--- src/design/tmsbc_pkg.sv ---
// Shared types, constants and helpers for the tile map swept box collision block.
package tmsbc_pkg;

   localparam int MapCols   = 64;
   localparam int MapRows   = 64;
   localparam int TileLog2  = 5;
   localparam int FracBits  = 8;
   localparam int TShift    = TileLog2 + FracBits;
   localparam int ColBits   = $clog2(MapCols);
   localparam int RowBits   = $clog2(MapRows);
   localparam int AddrBits  = ColBits + RowBits;
   localparam int PosBits   = 24;
   localparam int SizeBits  = 16;
   localparam int SumBits   = PosBits + 2;
   localparam int IdxBits   = SumBits - TShift + 1;
   localparam int ExtBits   = 7;
   localparam int KindBits  = 8;

   localparam logic [1:0] REQ_WRITE  = 2'd0;
   localparam logic [1:0] REQ_SWEEP  = 2'd1;
   localparam logic [1:0] REQ_GROUND = 2'd2;

   localparam logic [1:0] CSR_MAP_WIDTH   = 2'd0;
   localparam logic [1:0] CSR_MAP_HEIGHT  = 2'd1;
   localparam logic [1:0] CSR_SOLID_TYPE  = 2'd2;
   localparam logic [1:0] CSR_BORDER_TYPE = 2'd3;

   localparam logic [ExtBits-1:0]  MAP_WIDTH_RESET   = 7'd64;
   localparam logic [ExtBits-1:0]  MAP_HEIGHT_RESET  = 7'd64;
   localparam logic [KindBits-1:0] SOLID_TYPE_RESET  = 8'd1;
   localparam logic [KindBits-1:0] BORDER_TYPE_RESET = 8'd1;

   typedef logic signed [IdxBits-1:0] idx_type;

   typedef struct packed {
      logic wr;
      logic load;
      logic step;
      logic scan_init;
      logic col_next;
      logic read;
      logic finish;
      logic hit;
   } ctl_cmd_type;

   typedef struct packed {
      logic same;
      logic line_hit;
      logic line_free;
      logic line_last;
      logic tile_hit;
      logic col_last;
   } dp_stat_type;

   function automatic idx_type tile_of(input logic signed [SumBits-1:0] v);
      logic signed [SumBits-1:0] s;
      s = v >>> TShift;
      tile_of = idx_type'(s);
   endfunction

endpackage

--- src/design/tmsbc_ctrl.sv ---
// Controller state machine: sequences line checks, tile reads and result hand-off.
module tmsbc_ctrl (
   input  logic                 clock,
   input  logic                 reset,
   input  logic                 req_tvalid,
   output logic                 req_tready,
   input  logic [1:0]           req_tuser,
   output logic                 rsp_tvalid,
   input  logic                 rsp_tready,
   input  tmsbc_pkg::dp_stat_type stat,
   output tmsbc_pkg::ctl_cmd_type cmd
);
   import tmsbc_pkg::*;

   typedef enum logic [2:0] {S_IDLE, S_LINE, S_READ, S_CHECK, S_FINISH} state_type;

   state_type state_ff, state_in;
   logic      hit_ff, hit_in;
   logic      valid_ff, valid_in;
   logic      accept;

   assign req_tready = (state_ff == S_IDLE);
   assign rsp_tvalid = valid_ff;
   assign accept     = req_tvalid && req_tready;

   always_comb begin
      state_in = state_ff;
      hit_in   = hit_ff;
      valid_in = valid_ff && !rsp_tready;
      cmd      = '0;
      cmd.hit  = hit_ff;
      case (state_ff)
         S_IDLE: begin
            if (accept) begin
               if (req_tuser == REQ_WRITE) begin
                  cmd.wr = 1'b1;
               end else if (req_tuser == REQ_SWEEP || req_tuser == REQ_GROUND) begin
                  cmd.load = 1'b1;
                  state_in = S_LINE;
               end
            end
         end
         S_LINE: begin
            if (stat.same) begin
               hit_in   = 1'b0;
               state_in = S_FINISH;
            end else if (stat.line_hit) begin
               hit_in   = 1'b1;
               state_in = S_FINISH;
            end else if (stat.line_free) begin
               if (stat.line_last) begin
                  hit_in   = 1'b0;
                  state_in = S_FINISH;
               end else begin
                  cmd.step = 1'b1;
               end
            end else begin
               cmd.scan_init = 1'b1;
               state_in      = S_READ;
            end
         end
         S_READ: begin
            cmd.read = 1'b1;
            state_in = S_CHECK;
         end
         S_CHECK: begin
            if (stat.tile_hit) begin
               hit_in   = 1'b1;
               state_in = S_FINISH;
            end else if (stat.col_last) begin
               if (stat.line_last) begin
                  hit_in   = 1'b0;
                  state_in = S_FINISH;
               end else begin
                  cmd.step = 1'b1;
                  state_in = S_LINE;
               end
            end else begin
               cmd.col_next = 1'b1;
               state_in     = S_READ;
            end
         end
         S_FINISH: begin
            if (!valid_ff || rsp_tready) begin
               cmd.finish = 1'b1;
               valid_in   = 1'b1;
               state_in   = S_IDLE;
            end
         end
         default: state_in = S_IDLE;
      endcase
   end

   always_ff @(posedge clock) begin
      if (reset) begin
         state_ff <= S_IDLE;
         hit_ff   <= 1'b0;
         valid_ff <= 1'b0;
      end else begin
         state_ff <= state_in;
         hit_ff   <= hit_in;
         valid_ff <= valid_in;
      end
   end

endmodule

--- config.mk ---
export PLATFORM = sky130hd
export DESIGN_NAME = tmsbc_ctrl
export DESIGN_NICKNAME = d
export VERILOG_FILES = /design/src/design/tmsbc_pkg.sv /design/src/design/tmsbc_ctrl.sv
export SDC_FILE = /design/constraint.sdc
export NUM_CORES = 1
export LEC_CHECK = 0
export BUFFER_PORTS_ARGS = -buffer_cell sky130_fd_sc_hd__buf_2
export CORE_UTILIZATION = 32
export DETAILED_ROUTE_END_ITERATION = 6
export PLACE_DENSITY = 0.64
export SETUP_SLACK_MARGIN = 0.05
export SLEW_MARGIN = 20
export SYNTH_ARGS = -nofsm -noshare
export SYNTH_HDL_FRONTEND = slang
export SYNTH_SLANG_ARGS = --single-unit
--- constraint.sdc ---
create_clock -name clock -period 2 [get_ports clock]
set_clock_uncertainty 0.1 [all_clocks]
set_input_delay 0.1 -clock clock [delete_from_list [all_inputs] [get_ports clock]]
set_output_delay 0.1 -clock clock [all_outputs]
set_load 0.05 [all_outputs]
**Yosys cells after proc, flatten, opt, wreduce, memory -nomap -nowiden**

Index checks and enable logic that the tools add are counted.

- Register bits: 5
- Latch bits: 0
- RAM bits: 0
- Memory bits (read-only): 0
- Input bits: 12
- Output and inout port bits: 10
- Word-level logic and storage cells: 68
- Memories kept: 0

- $add $sub $neg: 0
- Multipliers: 0
- Divide/modulo/power cells: 0
- Order comparisons: 0
- Eq/ne operators: 13
- Shifts and indexed selects: 0
- Mux-type cells: 41
- Bitwise logic cells: 0
- Reductions and logical operators: 11

Operators with widths:

| kind | count |
|---|---|
| $mux 3 | 11 |
| $mux 1 | 23 |
| $pmux 3 s5 | 1 |
| $mux 2 | 4 |
| $eq 3x2->1 const B | 2 |
| $ne 5x5->1 const B | 1 |
| $reduce_and 5->1 | 1 |
| $ne 2x1->1 const B | 2 |
| $ne 2x2->1 const B | 2 |
| $ne 4x4->1 const B | 1 |
| $pmux 1 s2 | 2 |
| $eq 3x1->1 const B | 1 |
| $eq 3x3->1 const B | 1 |
| $logic_not 3->1 | 1 |
| $ne 3x3->1 const B | 1 |
| $reduce_and 3->1 | 1 |
| $eq 2x1->1 const B | 1 |
| $eq 2x2->1 const B | 1 |
| $logic_and 1x1->1 | 2 |
| $logic_not 1->1 | 2 |
| $logic_not 2->1 | 1 |
| $logic_or 1x1->1 | 2 |
| $reduce_bool 2->1 | 1 |

**Depth between registers and ports, before layout**

Gate-level depths: netlist of run 1.

- Depth in word-level cells: 6
- Gate-level depth with buffers: 6

**Worst setup path before layout of run 1**

Ideal clock, no wire load.

- Path kind: reg2out
- Start point: register state_ff[0]
- End point: output port cmd[6] (netlist bit)
- Arrival: 2,199 ps
- Required time: 1,800 ps
- Path slack: -399 ps
- Cell stages (with the launch flop): 4
- Buffers on the path: 1
- Cells stage by stage: dfxtp_1 buf_2 nor3_1 and3_1

RTL lines:

| element | RTL line | text |
|---|---|---|
| start: declaration | tmsbc_ctrl.sv:17 | `state_type state_ff, state_in;` |
| start signal: assignment | tmsbc_ctrl.sv:100 | `state_ff <= state_in;` |
| end: declaration | tmsbc_ctrl.sv:11 | `output tmsbc_pkg::ctl_cmd_type cmd` |

==> results of run 1 <==
cell families after synthesis:
kind of cell | Yosys count
simple gates | 21
flops | 5
mux | 1
fa+ha+maj | 1
compound gates | 12
buf+inv | 9
registers in the layout, summed over array words and instances, names as in the netlist:
| signal | cells |
|---|---|
| hit_ff | 1 |
| rsp_tvalid | 1 |
| state_ff | 3 |
cells in the final DEF, fill, tap and decap left out, types with 2 or more instances in the layout:
cell type,n
and3_1,3
a21oi_1,4
nand2b_1,2
clkbuf_4,3
buf_2,20
nor2_1,4
inv_1,6
dfxtp_1,5
nor3_2,2
nand3b_1,3
how the worst max path moves through the flow:
stage,to,slack (ns),cells past startpoint
after global routing,cmd[5],0.05,5
after global placement,cmd[5],0.35,5
after CTS,cmd[5],0.05,5
after detailed placement,cmd[5],0.32,5
final,cmd[5],0.12,5
after floorplan,cmd[5],0.07,5
where the power goes:
part / leakage [uW] / internal (uW) / switching (uW)
Combinational: 0.000207 / 32.9 / 53.7
Sequential: 0.0000405 / 103 / 5.02
Clock: 0.0000150 / 75.5 / 43.0
per-layer routing:
| metal | vias to the layer above | track usage, % |
|---|---|---|
| li1 | 227 | - |
| met1 | 186 | 18.3 |
| met5 | - | 0 |
| met4 | 0 | 5.36 |
| met3 | 0 | 3.49 |
| met2 | 13 | 23.3 |
through the flow:
stage	instance area, sq um	hold slack, ns
2_1_floorplan	420	0.0691
4_1_cts	556	0.0759
3_5_place_dp	519	0.234
5_1_grt	558	0.0937
6_report	558	0.0769
3_3_place_gp	519	0.228
tightest hold or removal path, stage by stage:
cell	delay, ns
buf_2	0.07
nand2b_1	0.12
a21oi_1	0.07
repair_timing:
item,in CTS,in global routing
setup endpoints to repair,0,1
hold endpoints to repair,1,0
hold buffers,1,0
resized for setup,0,2
layout make-up:
| type | count | area share, % |
|---|---|---|
| multi-input combinational | 35 | 49.1 |
| timing repair buffer | 22 | 21.1 |
| sequential | 5 | 17.9 |
| clock buffer | 4 | 4.71 |
| inverter | 6 | 4.04 |
| tap | 14 | 3.14 |
==> impl_metrics.toml, run 1 <==
[yosys]
synth_top_family_by_area = "simple AND/OR/NAND/NOR gates"
yosys_most_used_dff = "dfxtp_1"
synth_most_common_cell = "inv_1"
synthDistinctLibCells = 28
synth_mux_area_share_pct = 2.71
syn_inst = 49
synthXorXnorAreaFrac_pct = 0
yosys_warnings = 0
synth_top_area_share_pct = 24.1
synthTopCellsByArea = "dfxtp_1 (24%), inv_1 (5.4%), nand3b_1 (5.4%)"
syn-num-nets = 62
synth_common_cells = "inv_1 (6), dfxtp_1 (5), a21oi_1 (4), nor2_1 (4)"
postSynthAreaPerCell_sq_um = 8.48
seq_area_frac_synth_pct = 24.1
synthArstFlopShare_pct = 0
synth_edf_count = 0
synth_top_area_cell = "dfxtp_1"
syn_area_sq_um = 415
synthSimpleGateAreaFrac_pct = 35.5
synth-compound-area-share_pct = 23.5
synth-seq-cells = 5
post_synth_fa_ha_maj_area_fraction_pct = 3.01

[timing]
tns_ns = 0
hold_viol = 0
slew_violations = 0
fmax_mhz = 531
fin_ws_ns = 0.116
rsz0062_at_grt = "no"
worst_pin_slew_ns = 0.324
setup_violations = 0
period_needed_ns = 1.88
maxSlewHeadroom_pct = 78.4
fin_crit_sh_pct = 94.2

[worst_setup_path]
cpMaxStageDelayCell = "or3_4"
critPathLaunchType = "flip-flop"
startpoint = "state_ff[1]$_SDFFE_PP0P_"
rr_startpoint = "state_ff[1]$_SDFFE_PP0P_"
worst_r2r_path_depth = 4
r2r_end = "state_ff[2]$_SDFFE_PP0P_"
r2r_slack_ns = 0.46
critPathCaptureType = "primary output"
cpLargestDelayFamily = "simple AND/OR/NAND/NOR gates"
cp_num_buf_inv = 1
worstPathArrival_ns = 1.68
slowest_delay_ns = 0.45
crit_fanout = 10
path_cells = "or3_4, nor3b_4, a41oi_2, nor2_1, buf_4"
crit_type = "reg -> out"
cp_data_required_time_ns = 1.80

[die]
core_sq_um = 1160
die_h_um = 38.0
io-pin-count = 22
die-area_sq_um = 1450
start_util_pct = 35.9
floorplan.rows = 12
die_w_um = 38.0

[route]
wl_met2_um = 471
viasPerCell = 4.95
first_pass_iters = 2
drcViolationCount = 0
wl_met3_um = 49
met1_length_um = 420
wl_per_cell_um = 10.9
drt_iter0_markers = 5
wirelength_um = 941
via_count = 426
dr.max_layer_used = "met3"
antenna_left = 0

[global_route]
grt_pass1_wl_um = 1490
gr-usage-all-layers_pct = 14.4
grt-ovfl-total = 0
grt_pass1_vias = 380
grt_max_degree = 11
antenna_found_initial = 0

[power]
p_leak_uw = 0.000262
power_uw = 313
ir_drop_mv = 0.275
power_density_nw_per_um2 = 562

[cells_and_area]
postLayoutCoreUtil_pct = 48.3
layout.cells.non_filler = 86
multi_input_area_sq_um = 274
regArea_sq_um = 100
layout-drive-gt1-share_pct = 44.4
num-nets-final = 86
fill_cells = 117
n_antenna_cell = 0
area_delta_synth_final_pct = 34.3

[clock_network]
h-tree-depth = 1
clockBufferDepth = 2
post_cts_buffers = 0
clockRootBuffer = "clkbuf_4"
clock_latency_ns = 0.24
cts_num_sinks = 5
cts_tree = "built"
cts_buffers = 3
clkTransAtPathRegs_ns = 0.05

[hold_path]
hold_depth = 3
min_path_type = "in -> reg"
hold-path-endpoint = "rsp_tvalid$_SDFF_PP0_"
min-delay-start = "rsp_tready"

[placement]
port_buffers = 21
place_inst = 81
dp_hpwl_um = 750
place_ws_ns = 0.318
routabilityCongestion = 0.778

[outcome]
outcome = "complete, no violations"

[run]
max_cap_violations = 0
Note: power is estimated with default switching activity, not from simulation.
==> inputs of run 2 (changes only) <==
- clock period: 2 -> 2.3 ns (I/O delays scaled with it)
==> run 2 against run 1 <==
Net effect:
- combinational power down 13%
- first-iteration DRC count is 60% lower
- final cell count did not move
- critical path type unchanged
==> impl_metrics.toml, run 2 (synthesis gave the netlist of run 1 again) <==
[timing]
worst_pin_slew_ns = 0.325
tns_ns = 0
fmax_mhz = 511
rsz0062_at_grt = "no"
period_needed_ns = 1.96
setup_violations = 0
hold_viol = 0
maxSlewHeadroom_pct = 78.3
slew_violations = 0
fin_crit_sh_pct = 85.0

[route]
wirelength_um = 942
antenna_left = 0
drt_iter0_markers = 2
via_count = 427
drcViolationCount = 0
viasPerCell = 4.97
first_pass_iters = 2
wl_per_cell_um = 11.0

[worst_setup_path]
slowest_delay_ns = 0.45
crit_fanout = 10
worst_r2r_path_depth = 4
path_cells = "or3_4, nor3b_4, a41oi_2, nor2_1, buf_2"
cpMaxStageDelayCell = "or3_4"
r2r_end = "state_ff[2]$_SDFFE_PP0P_"
rr_startpoint = "state_ff[1]$_SDFFE_PP0P_"
cp_num_buf_inv = 1
r2r_slack_ns = 0.76
cpLargestDelayFamily = "simple AND/OR/NAND/NOR gates"
critPathCaptureType = "primary output"
worstPathArrival_ns = 1.74
critPathLaunchType = "flip-flop"
crit_type = "reg -> out"
cp_data_required_time_ns = 2.09

[placement]
place_area_sq_um = 519
dp_hpwl_um = 750
routabilityCongestion = 0.778
port_buffers = 21
place_inst = 81

[clock_network]
h-tree-depth = 1
cts_buffers = 3
cts_tree = "built"
clkTransAtPathRegs_ns = 0.05
clockRootBuffer = "clkbuf_4"
clockBufferDepth = 2
post_cts_buffers = 0
cts_num_sinks = 5
cts_resized = 0
ctsHoldBuffers = 1
clock_latency_ns = 0.24

[cells_and_area]
layout-drive-gt1-share_pct = 44.4
largest_reg_flops = 3
fin_area_sq_um = 556
num-nets-final = 86
fill_cells = 117
top_register = "state_ff"
layout_commonest_cell = "buf_2"
layout.cells.non_filler = 86
n_antenna_cell = 0
area_delta_synth_final_pct = 33.7
layout_common_cells = "buf_2 (21), inv_1 (6), dfxtp_1 (5)"

[global_route]
grt_pass1_vias = 380
antenna_found_initial = 0
grt_pass1_wl_um = 1490
grt-ovfl-total = 0
gr-usage-all-layers_pct = 14.4
grt_max_degree = 11

[die]
die_w_um = 38.0
core_sq_um = 1160
die-area_sq_um = 1450
start_util_pct = 35.9
die_h_um = 38.0
io-pin-count = 22
floorplan.rows = 12

[hold_path]
hold-path-endpoint = "rsp_tvalid$_SDFF_PP0_"
hold_depth = 3
min_path_type = "in -> reg"
min-delay-start = "rsp_tready"

[power]
power_density_nw_per_um2 = 490
ir_drop_mv = 0.239
p_leak_uw = 0.000262

[run]
max_cap_violations = 0

[outcome]
outcome = "complete, no violations"
==> run 2: cell types whose count changed in the layout (fill, tap and decap cells not counted) <==
cell   change
buf_4      -1
buf_2      +1
==> run 2: layer usage <==
layer	wire (um)	track usage, %	up-vias	part of all wire (%)
li1	-	-	227	-
met1	423	18.3	187	45
met2	470	23.3	13	50
met3	49	3.49	0	5.2
met4	0	5.36	0	0
met5	0	0	-	0
==> run 2: cell type report <==
type | instances | area [sq um] | share of cell area [%]
Multi-Input combinational cell | 35 | 274 | 49.3
Timing Repair Buffer | 22 | 115 | 20.7
Sequential cell | 5 | 100 | 18.0
Clock buffer | 4 | 26.3 | 4.73
Inverter | 6 | 22.5 | 4.05
Tap cell | 14 | 17.5 | 3.15
==> run 2: how the worst max path moves through the flow <==
stage | from | endpoint | cells past startpoint
finish | state_ff[1]$_SDFFE_PP0P_ | cmd[5] | 5
global route | state_ff[1]$_SDFFE_PP0P_ | cmd[5] | 5
CTS | state_ff[1]$_SDFFE_PP0P_ | cmd[5] | 5
detailed placement | state_ff[1]$_SDFFE_PP0P_ | cmd[5] | 5
floorplan | state_ff[1]$_SDFFE_PP0P_ | cmd[5] | 5
global placement | state_ff[1]$_SDFFE_PP0P_ | cmd[5] | 5
==> run 2: worst reg2reg max path, cell delays in order, from the launching register on <==
cell     delay (ns)
dfxtp_1        0.40
or3_4          0.45
nor3b_4        0.21
a21o_1         0.17
o32ai_1        0.08
==> run 2: where the power goes <==
part | internal (uW) | switching [uW]
sequential | 89.7 | 4.40
clock | 65.7 | 37.4
combinational | 28.5 | 46.7
==> run 2: through the flow <==
stage | power (uW) | hold WS, ns | utilization (%) | setup WS (ns)
floorplan | 147 | 0.0841 | - | 0.352
global placement | 170 | 0.243 | 44.9 | 0.634
detailed placement | 169 | 0.249 | 44.9 | 0.603
CTS | 276 | 0.0909 | 48.1 | 0.335
global route | 287 | 0.109 | 48.1 | 0.284
finish | 272 | 0.0919 | 48.1 | 0.345
